**config.mk**
```make
export PLATFORM = sky130hd
export DESIGN_NAME = pss_ctrl
export DESIGN_NICKNAME = d
export VERILOG_FILES = /design/src/design/pss_pkg.sv /design/src/design/pss_ctrl.sv
export SDC_FILE = /design/constraint.sdc
export NUM_CORES = 1
export LEC_CHECK = 0
export BUFFER_PORTS_ARGS = -buffer_cell sky130_fd_sc_hd__buf_4
export CORE_MARGIN = 8
export CORE_UTILIZATION = 31
export CTS_CLUSTER_SIZE = 14
export DETAILED_ROUTE_END_ITERATION = 12
export GPL_ROUTABILITY_DRIVEN = 0
export HOLD_SLACK_MARGIN = 0.06
export SETUP_SLACK_MARGIN = 0.5
export SYNTH_ARGS = -nofsm -noshare
export SYNTH_HDL_FRONTEND = slang
export SYNTH_SLANG_ARGS = --single-unit
```
**constraint.sdc**
```tcl
create_clock -name i_clk -period 1.55 [get_ports i_clk]
set_input_delay 0.2325 -clock i_clk [delete_from_list [all_inputs] [get_ports i_clk]]
set_output_delay 0.2325 -clock i_clk [all_outputs]
set_load 0.02 [all_outputs]
```
**src/design/pss_pkg.sv**
```systemverilog
// Shared types and codes for the packed string slot store.
// Used by the controller, the datapath and the top level; depends on nothing.
package pss_pkg;

    typedef logic [1:0] t_status;

    localparam t_status ST_OK     = 2'd0;
    localparam t_status ST_EMPTY  = 2'd1;
    localparam t_status ST_BEYOND = 2'd2;
    localparam t_status ST_DROP   = 2'd3;

    // controller -> datapath
    typedef struct packed {
        logic    latch;
        logic    set_status;
        t_status status;
        logic    rd_issue;
        logic    rd_capture;
        logic    close_run;
        logic    open_run;
        logic    mv_init;
        logic    mv_wr;
        logic    rm_fin;
        logic    open_slot;
        logic    app_data;
        logic    app_term;
        logic    load_out;
    } t_cmd;

    // datapath -> controller
    typedef struct packed {
        logic is_write;
        logic slot_oob;
        logic slot_valid;
        logic new_run;
        logic off_beyond;
        logic pos_beyond;
        logic room;
        logic used_nz;
        logic mv_done;
    } t_sts;

endpackage

```
**src/design/pss_ctrl.sv**
```systemverilog
// Controller state machine: sequences reads, removal moves and appends.
// Depends on pss_pkg.
module pss_ctrl (
    input  logic          i_clk,
    input  logic          i_rst_n,
    input  logic          i_in_valid,
    output logic          o_in_ready,
    input  logic          i_out_ready,
    output logic          o_out_valid,
    input  pss_pkg::t_sts i_sts,
    output pss_pkg::t_cmd o_cmd
);
    typedef enum logic [3:0] {
        S_IDLE,
        S_DECODE,
        S_RD_WAIT,
        S_MV_RD,
        S_MV_WR,
        S_RM_FIN,
        S_OPEN,
        S_APP_CHK,
        S_APP_TERM,
        S_FIN
    } t_state;

    t_state r_state, n_state;
    logic   r_out_valid;

    always_comb begin
        o_cmd   = '0;
        n_state = r_state;
        unique case (r_state)
            S_IDLE: begin
                if (i_in_valid) begin
                    o_cmd.latch = 1'b1;
                    n_state     = S_DECODE;
                end
            end
            S_DECODE: begin
                if (!i_sts.is_write) begin
                    if (i_sts.slot_oob || !i_sts.slot_valid) begin
                        o_cmd.set_status = 1'b1;
                        o_cmd.status     = pss_pkg::ST_EMPTY;
                        n_state          = S_FIN;
                    end else if (i_sts.off_beyond) begin
                        o_cmd.set_status = 1'b1;
                        o_cmd.status     = pss_pkg::ST_BEYOND;
                        n_state          = S_FIN;
                    end else if (i_sts.pos_beyond) begin
                        n_state = S_FIN;
                    end else begin
                        o_cmd.rd_issue = 1'b1;
                        n_state        = S_RD_WAIT;
                    end
                end else if (i_sts.slot_oob) begin
                    o_cmd.close_run  = 1'b1;
                    o_cmd.set_status = 1'b1;
                    o_cmd.status     = pss_pkg::ST_DROP;
                    n_state          = S_FIN;
                end else if (i_sts.new_run) begin
                    o_cmd.open_run = 1'b1;
                    if (i_sts.slot_valid) begin
                        o_cmd.mv_init = 1'b1;
                        n_state       = S_MV_RD;
                    end else begin
                        n_state = S_OPEN;
                    end
                end else begin
                    n_state = S_APP_CHK;
                end
            end
            S_RD_WAIT: begin
                o_cmd.rd_capture = 1'b1;
                n_state          = S_FIN;
            end
            S_MV_RD: begin
                n_state = i_sts.mv_done ? S_RM_FIN : S_MV_WR;
            end
            S_MV_WR: begin
                o_cmd.mv_wr = 1'b1;
                n_state     = S_MV_RD;
            end
            S_RM_FIN: begin
                o_cmd.rm_fin = 1'b1;
                n_state      = S_OPEN;
            end
            S_OPEN: begin
                o_cmd.open_slot = i_sts.room;
                n_state         = S_APP_CHK;
            end
            S_APP_CHK: begin
                if (i_sts.slot_valid && i_sts.room && i_sts.used_nz) begin
                    o_cmd.app_data = 1'b1;
                    n_state        = S_APP_TERM;
                end else begin
                    o_cmd.set_status = 1'b1;
                    o_cmd.status     = pss_pkg::ST_DROP;
                    n_state          = S_FIN;
                end
            end
            S_APP_TERM: begin
                o_cmd.app_term = 1'b1;
                n_state        = S_FIN;
            end
            S_FIN: begin
                if (!r_out_valid || i_out_ready) begin
                    o_cmd.load_out = 1'b1;
                    n_state        = S_IDLE;
                end
            end
            default: n_state = S_IDLE;
        endcase
    end

    always_ff @(posedge i_clk) begin
        if (!i_rst_n) begin
            r_state     <= S_IDLE;
            r_out_valid <= 1'b0;
        end else begin
            r_state <= n_state;
            if (o_cmd.load_out) begin
                r_out_valid <= 1'b1;
            end else if (i_out_ready) begin
                r_out_valid <= 1'b0;
            end
        end
    end

    assign o_in_ready  = (r_state == S_IDLE);
    assign o_out_valid = r_out_valid;

    a_fin_hold: assert property (@(posedge i_clk) disable iff (!i_rst_n)
        (r_state == S_FIN && r_out_valid && !i_out_ready) |=> r_state == S_FIN)
        else $error("result loaded over a pending one");

    a_out_hold: assert property (@(posedge i_clk) disable iff (!i_rst_n)
        (r_out_valid && !i_out_ready) |=> r_out_valid)
        else $error("pending result dropped");

    a_accept_decode: assert property (@(posedge i_clk) disable iff (!i_rst_n)
        (i_in_valid && o_in_ready) |=> r_state == S_DECODE)
        else $error("accepted transaction not decoded");
endmodule

```
---- Yosys cells after proc, flatten, opt, wreduce, memory -nomap -nowiden ----
Cells that the tools add are included.
storage, ports and cells
  output and inout port bits .............. 17
  register bits after elaboration ......... 5
  word-level logic and storage cells ...... 65
  bits of input ports ..................... 13
operators by class
  equality and inequality tests ........... 11
  muxes and demuxes ....................... 42
  reduce and logical (&&, ||, !) cells .... 10
operators with widths
  kind                                           count
  one-hot mux 4 bit (9 select lines)             1
  2-to-1 mux 4 bit                               7
  2-to-1 mux 3 bit                               9
  2-to-1 mux 1 bit                               22
  == test 4 x 3 -> 1 bit, second input constant  4
  == test 4 x 2 -> 1 bit, second input constant  2
  == test 4 bit, second input constant           2
  one-hot mux 3 bit (2 select lines)             1
  == test 4 x 1 -> 1 bit, second input constant  1
  zero test 4 bit                                1
  2-to-1 mux 2 bit                               2
  != test 2 bit, second input constant           2
  logical AND 1 bit                              2
  zero test 1 bit                                2
  logical OR 1 bit                               2
  AND reduction 2 bit                            1
  nonzero test 2 bit                             1
  OR reduction 2 bit                             1

---- Logic depth before layout (Yosys ltp) ----
Gate-level depths: netlist of run 1.
  depth after elaboration ................. 5
  gate-level depth with buffers ........... 6
  mapped depth without buffers ............ 4

---- Worst setup path before layout of run 1 ----
Ideal clock, no wire load.
  path kind ............................... register to output
  start ................................... reg r_state[3]
  end ..................................... out o_cmd[14] in the netlist's numbering
  stages on the path, launching flop included .. 4
  arrival ................................. 1.641 ns
  slack ................................... -0.324 ns
  required time ........................... 1.317 ns
  buffers on the path ..................... 1
  cells stage by stage .................... dfxtp_1 -> buf_2 -> nor4_1 -> and2_1
RTL lines
  what                      RTL line         text
  start: declaration        pss_ctrl.sv:26   t_state r_state, n_state;
  start signal: assignment  pss_ctrl.sv:120  r_state <= n_state;
  end: declaration          pss_ctrl.sv:11   output pss_pkg::t_cmd o_cmd

==> results.md, run 1 <==
• Avg Cell Area, Syn: 6.80 um^2
• leading area contributor after synthesis: dfxtp_1
• delay of the slowest cell on the worst path: 0.59 ns
• shortest clock period the worst path allows after layout: 1.84 ns
• critical-path cell list: or4b_4 > nor3_4 > and3_4 > buf_6
• number of warning messages in the yosys log: 0
• violated checks: setup timing
• total count of hold-check failures in the final report: 0
• Via Count: 789
• TritonCTS buffer count: 3
• final wirelength: 2220 um
• buffers plus inverters on the worst setup path: 1
• area of the core: 1540 um^2
• count of H-tree levels built during CTS: 1
• Largest delay share family, worst path: simple AND/OR/NAND/NOR gates
• initial core utilization: 33.5%
• fin. max-slew vios: 0
• nets in the synthesized netlist: 89
• arrival time reported for the critical path endpoint: 1.61 ns
• total global routing track utilization: 10.5%
• Clk network pwr share: 7.4%
• number of I/O pins: 30
• die height: 56.8 um
• part of the total power dissipated in sequential elements: 10.5%
• cells taking the most area after synthesis: dfxtp_1 19%, nand2b_1 7.3%, a21oi_1 5.8%, nand2_1 5.1%, nor2_1 5.1%
• met3 track demand over resource: 2.25%
• post-CTS clock slew at the launch and capture registers of the worst setup and hold paths: 0.04 ns
• worst hold slack after final layout: 0.223 ns
• outcome: finished, violations left
• final sum of negative setup slack: -2.42 ns
• Diodes inserted: 0
• Vias per Instance: 5.30
• number of buffers added on ports: 29
• fraction of met2 tracks used by global routing: 17.4%
• total net switching power: 0.803 mW
• CTS tree: yes
• worst clock skew on the final layout: 0.00349 ns
• layer with the highest usage after global routing: met2
• wire length of the first global-routing pass: 2880 um
• class of the most critical setup path: reg -> out
• Clock Sink Count: 5
• CP max-delay cell: or4b_4
• instance count of the mapped netlist: 76
• number of DRC violations after detailed routing: 0
• proportion of power drawn by combinational gates: 82.1%
• initial antenna violation count: 0
• nature of the critical path endpoint: output port
• met1 Track Usage GR: 12.6%
• placement-stage worst setup slack: -0.0351 ns
• number of hold-repair buffers added at the cts stage: 0
• internal power contribution: 1.17 mW
• sequential cell area fraction in the yosys report: 19.4%
• Final setup violation count: 14
• switching portion of total power: 40.6%
• aggregate global routing overflow: 0
• count of flip-flops with a built-in enable after synthesis: 0
• number of global-route vias before repair: 671
• net total in the final layout: 147
• Synth top area share: 19.4%
• top achievable clock speed: 543 MHz
• share of the clock period used by the worst path after layout: 119%
• buffer type at the clock tree root: clkbuf_4
• Row Count: 14
• Maximum Capacitance Violations: 0
• flip-flop and latch count after synthesis: 5
• WL/cell: 14.9 um
• Cells after DPL: 122
• area added between synthesis and finish: 147%
• worst min path class: in -> reg
• fraction of the core area covered by cells at the end of the flow: 82.9%
• insertion delay of the later-clocked pin in the worst-skew pair: 0.24 ns
• Worst Slack Setup Final: -0.291 ns
• category of the worst setup path launch point: flip-flop
• floorplan die width: 56.8 um
• DR iter-0 viols: 14
• sum of net half-perimeters after detailed placement: 1350 um
• share of async-settable or async-resettable flops after synthesis: 0%
• distinct cell type count after synthesis: 31
• crit path max fanout: 5
• static power due to leakage: 0.566 nW
• max-slew headroom at the worst pin: 64.6%
• first-pass iteration count of the detailed router: 4
• top cell types by occurrence after synthesis: 7 x nand2_1, 7 x nor2_1, 6 x a21oi_1, 6 x nand2b_1
• area enclosed by the die boundary: 3230 um^2
• number of non-filler instances in the completed layout: 149
• pin count of the biggest net entering global routing: 18
• fraction of final layout cells with drive strength greater than 1: 72.9%
• Power Density: 1550 nW/um^2
• Worst Tran Pin Value: 0.528 ns
• RSZ-0062 raised after global routing: true
• maximum buffer depth of the clock tree: 2
• highest ir drop seen on vdd: 0.00121 V
• CP Data Required Time: 1.32 ns
• flip-flop cell with the highest count after synthesis: dfxtp_1
• synthesized cell area: 517 um^2
• number of nets with antenna violations after routing: 0
[state kept, by name, summed over array words and instances (netlist names)]
| signal | flops |
|---|---|
| o_out_valid | 1 |
| r_state | 4 |
[layout make-up]
class,instances,area [um^2]
Clock buffer,4,26.3
Fill cell,97,264
Inverter,4,15.0
Multi-Input combinational cell,60,561
Sequential cell,5,105
Tap cell,16,20.0
Timing Repair Buffer,60,551
[placed cells by master, fill, tap and decap left out, drive strengths merged, types with 2 or more instances in the layout]
cell type	n
and3	2
dfxtp	5
inv	4
nor3	6
nand3	2
a311oi	2
nand2	7
buf	60
a21oi	6
o21ai	3
nor4	2
nand2b	6
nor2	7
clkbuf	4
and2	3
[worst reg2reg max path, stage by stage (launching register included)]
cell,delay [ns]
dfxtp_2,0.32
or4b_4,0.59
buf_4,0.16
buf_4,0.13
buf_4,0.13
o31ai_4,0.17
o21a_1,0.13
[power groups by stage]
stage | clock [mW] | combinational (mW) | sequential [mW]
6_report | 0.146 | 1.62 | 0.208
2_1_floorplan | 0 | 0.650 | 0.195
3_3_place_gp | 0 | 0.889 | 0.191
5_1_grt | 0.158 | 1.72 | 0.209
3_5_place_dp | 0 | 0.896 | 0.192
4_1_cts | 0.152 | 1.14 | 0.195
[per-layer routing]
| layer | vias to the layer above | share of wire, % | wire length [um] |
|---|---|---|---|
| met2 | 23 | 53 | 1170 |
| met4 | 0 | 2.1 | 46 |
| li1 | 385 | - | - |
| met1 | 377 | 40 | 897 |
| met5 | - | 0 | 0 |
| met3 | 4 | 4.8 | 107 |
[repair_timing]
action	CTS	global route
setup buffers	6	17
pin swaps	4	11
resized for setup	20	33
endpoints found under the setup margin	21	21
[kinds of logic after synthesis]
group / share of synthesized area, %
buf+inv: 9.69
simple gates: 42.1
xor+xnor: 1.70
flops: 19.4
compound gates: 24.9
mux: 2.18
[worst paths after layout]
path | start | endpoint | slack [ns] | cells after the start
setup reg to reg | r_state[3] | r_state[3] | -0.13 | 6
setup / recovery | r_state[3] | o_cmd[6] | -0.29 | 4
hold reg to reg | o_out_valid | o_out_valid | 0.59 | 2
hold / removal | i_rst_n | r_state[1] | 0.22 | 3
[per-stage QoR]
step                      power, mW  instance area [um^2]
after floorplan               0.845                   602
after global placement         1.08                   842
after detailed placement       1.09                   842
after CTS                      1.48                  1010
after global routing           2.09                  1280
final                          1.98                  1280
No activity file was read; power rests on OpenSTA's default activity.
==> run 2, diff against run 1 <==
Settings changed: CORE_UTILIZATION 31 to 30, PLACE_DENSITY_LB_ADDON from default to 0.3.
==> run 2 against run 1 <==
  * The run still ends with setup timing left
  * Worst hold slack lost 0.0056 ns
  * Fmax decreased by 0.38%
  * Core utilization is 16 points lower
  * Global-route usage up 1.3 points
  * Register-to-register slack better by 0.17 ns
  * Count of clock-buffer cells in the layout unchanged
  * Total power down 16%
  * Clock power increased by 8%
  * Non-clock buffer count is 13 lower
  * Sequential share of layout area increased by 1.2 points
  * Critical path type unchanged
==> results.md, run 2 (same netlist as run 1, synthesis figures left out) <==
• Vias per Instance: 5.20
• worst clock skew on the final layout: 0.00378 ns
• Worst Tran Pin Value: 0.373 ns
• arrival time reported for the critical path endpoint: 1.62 ns
• crit path max fanout: 5
• share of the clock period used by the worst path after layout: 119%
• die height: 57.5 um
• initial core utilization: 30.9%
• CP max-delay cell: or4b_4
• Cells after DPL: 125
• net total in the final layout: 134
• top achievable clock speed: 541 MHz
• aggregate global routing overflow: 0
• count of H-tree levels built during CTS: 1
• fraction of final layout cells with drive strength greater than 1: 65.8%
• top register by number of flip-flops: r_state
• number of DRC violations after detailed routing: 0
• area of the core: 1670 um^2
• number of I/O pins: 30
• DR iter-0 viols: 7
• area added between synthesis and finish: 117%
• final sum of negative setup slack: -1.99 ns
• TritonCTS buffer count: 3
• CTS tree: yes
• critical-path cell list: or4b_4 > nor3_4 > and3_4 > buf_6
• buffers plus inverters on the worst setup path: 1
• CP Data Required Time: 1.32 ns
• number of nets with antenna violations after routing: 0
• placement-stage worst setup slack: -0.0407 ns
• total global routing track utilization: 11.7%
• final wirelength: 2040 um
• wire length of the first global-routing pass: 3060 um
• Final setup violation count: 11
• category of the worst setup path launch point: flip-flop
• number of buffers added on ports: 29
• fillcell total: 147
• sum of net half-perimeters after detailed placement: 1350 um
• Diodes inserted: 0
• delay of the slowest cell on the worst path: 0.58 ns
• number of flip-flops under the largest register name: 4
• insertion delay of the later-clocked pin in the worst-skew pair: 0.25 ns
• area after detailed placement: 858 um^2
• highest ir drop seen on vdd: 0.000829 V
• most used cells in the layout excluding fill and tap cells: 32 x buf_4, 13 x buf_6, 6 x nand2_1, 6 x a21oi_1
• floorplan die width: 57.5 um
• pin count of the biggest net entering global routing: 18
• Row Count: 15
• worst min path class: in -> reg
• outcome: finished, violations left
• first-pass iteration count of the detailed router: 4
• WL/cell: 14.9 um
• Largest delay share family, worst path: simple AND/OR/NAND/NOR gates
• Worst Slack Setup Final: -0.298 ns
• number of global-route vias before repair: 692
• most frequent standard cell in the layout excluding fill and tap cells: buf_4
• max-slew headroom at the worst pin: 74.9%
• Via Count: 713
• class of the most critical setup path: reg -> out
• area enclosed by the die boundary: 3310 um^2
• total count of hold-check failures in the final report: 0
• Power Density: 1480 nW/um^2
• Clock Sink Count: 5
• RSZ-0062 raised after global routing: true
• Maximum Capacitance Violations: 0
• shortest clock period the worst path allows after layout: 1.85 ns
• initial antenna violation count: 0
• register-to-register path setup slack: 0.04 ns
• nature of the critical path endpoint: output port
• static power due to leakage: 0.500 nW
• fin. max-slew vios: 0
• maximum buffer depth of the clock tree: 2
• violated checks: setup timing
• fraction of the core area covered by cells at the end of the flow: 67.3%
• post-route cell area: 1120 um^2
• number of non-filler instances in the completed layout: 137
• buffer type at the clock tree root: clkbuf_4
• number of hold-repair buffers added at the cts stage: 0
• post-CTS clock slew at the launch and capture registers of the worst setup and hold paths: 0.04 ns
## run 2: cell type report
cell class	instances	area [um^2]	share of cell area (%)
Clock buffer	4	26.3	2.34
Inverter	4	15.0	1.34
Multi-Input combinational cell	60	528	47.0
Sequential cell	5	106	9.47
Tap cell	17	21.3	1.89
Timing Repair Buffer	47	427	38.0
## run 2: final timing paths
check,from,end,cells past startpoint
min,i_rst_n,r_state[1],3
max,r_state[3],o_cmd[6],4
min reg2reg,o_out_valid,o_out_valid,2
max reg2reg,r_state[3],r_state[3],4
## run 2: where the power goes
group | switching, mW | internal (mW)
logic | 0.631 | 0.674
clock network | 0.0596 | 0.0977
registers | 0.0224 | 0.174
## run 2: repair_timing
item                       in CTS  in global routing
setup endpoints to repair      21                 21
gates cloned                    0                  1
setup buffers                   3                  4
pin swaps                       5                  4
resized for setup              22                 14
## run 2: stage by stage
stage / power, mW / hold slack, ns
detailed placement: 1.12 / 0.479
global placement: 1.11 / 0.470
CTS: 1.47 / 0.209
floorplan: 0.845 / 0.340
finish: 1.66 / 0.217
global route: 1.76 / 0.231
## run 2: worst reg2reg max path, cell delays in order, from the launching register on
cell and delay (ns):
dfxtp_1 0.30, or4b_4 0.58, buf_4 0.19, o31ai_4 0.23, o21a_1 0.14
## run 2: metal layers
metal  wire length [um]  vias to the layer above  global-route usage [%]  share of wire, %
met5                  0                        -                       0                 0
met4                 25                        0                    5.36               1.2
met3                192                        4                    7.17               9.4
met2               1010                       28                    18.6                50
met1                809                      324                    12.0                40
li1                   -                      357                       -                 -
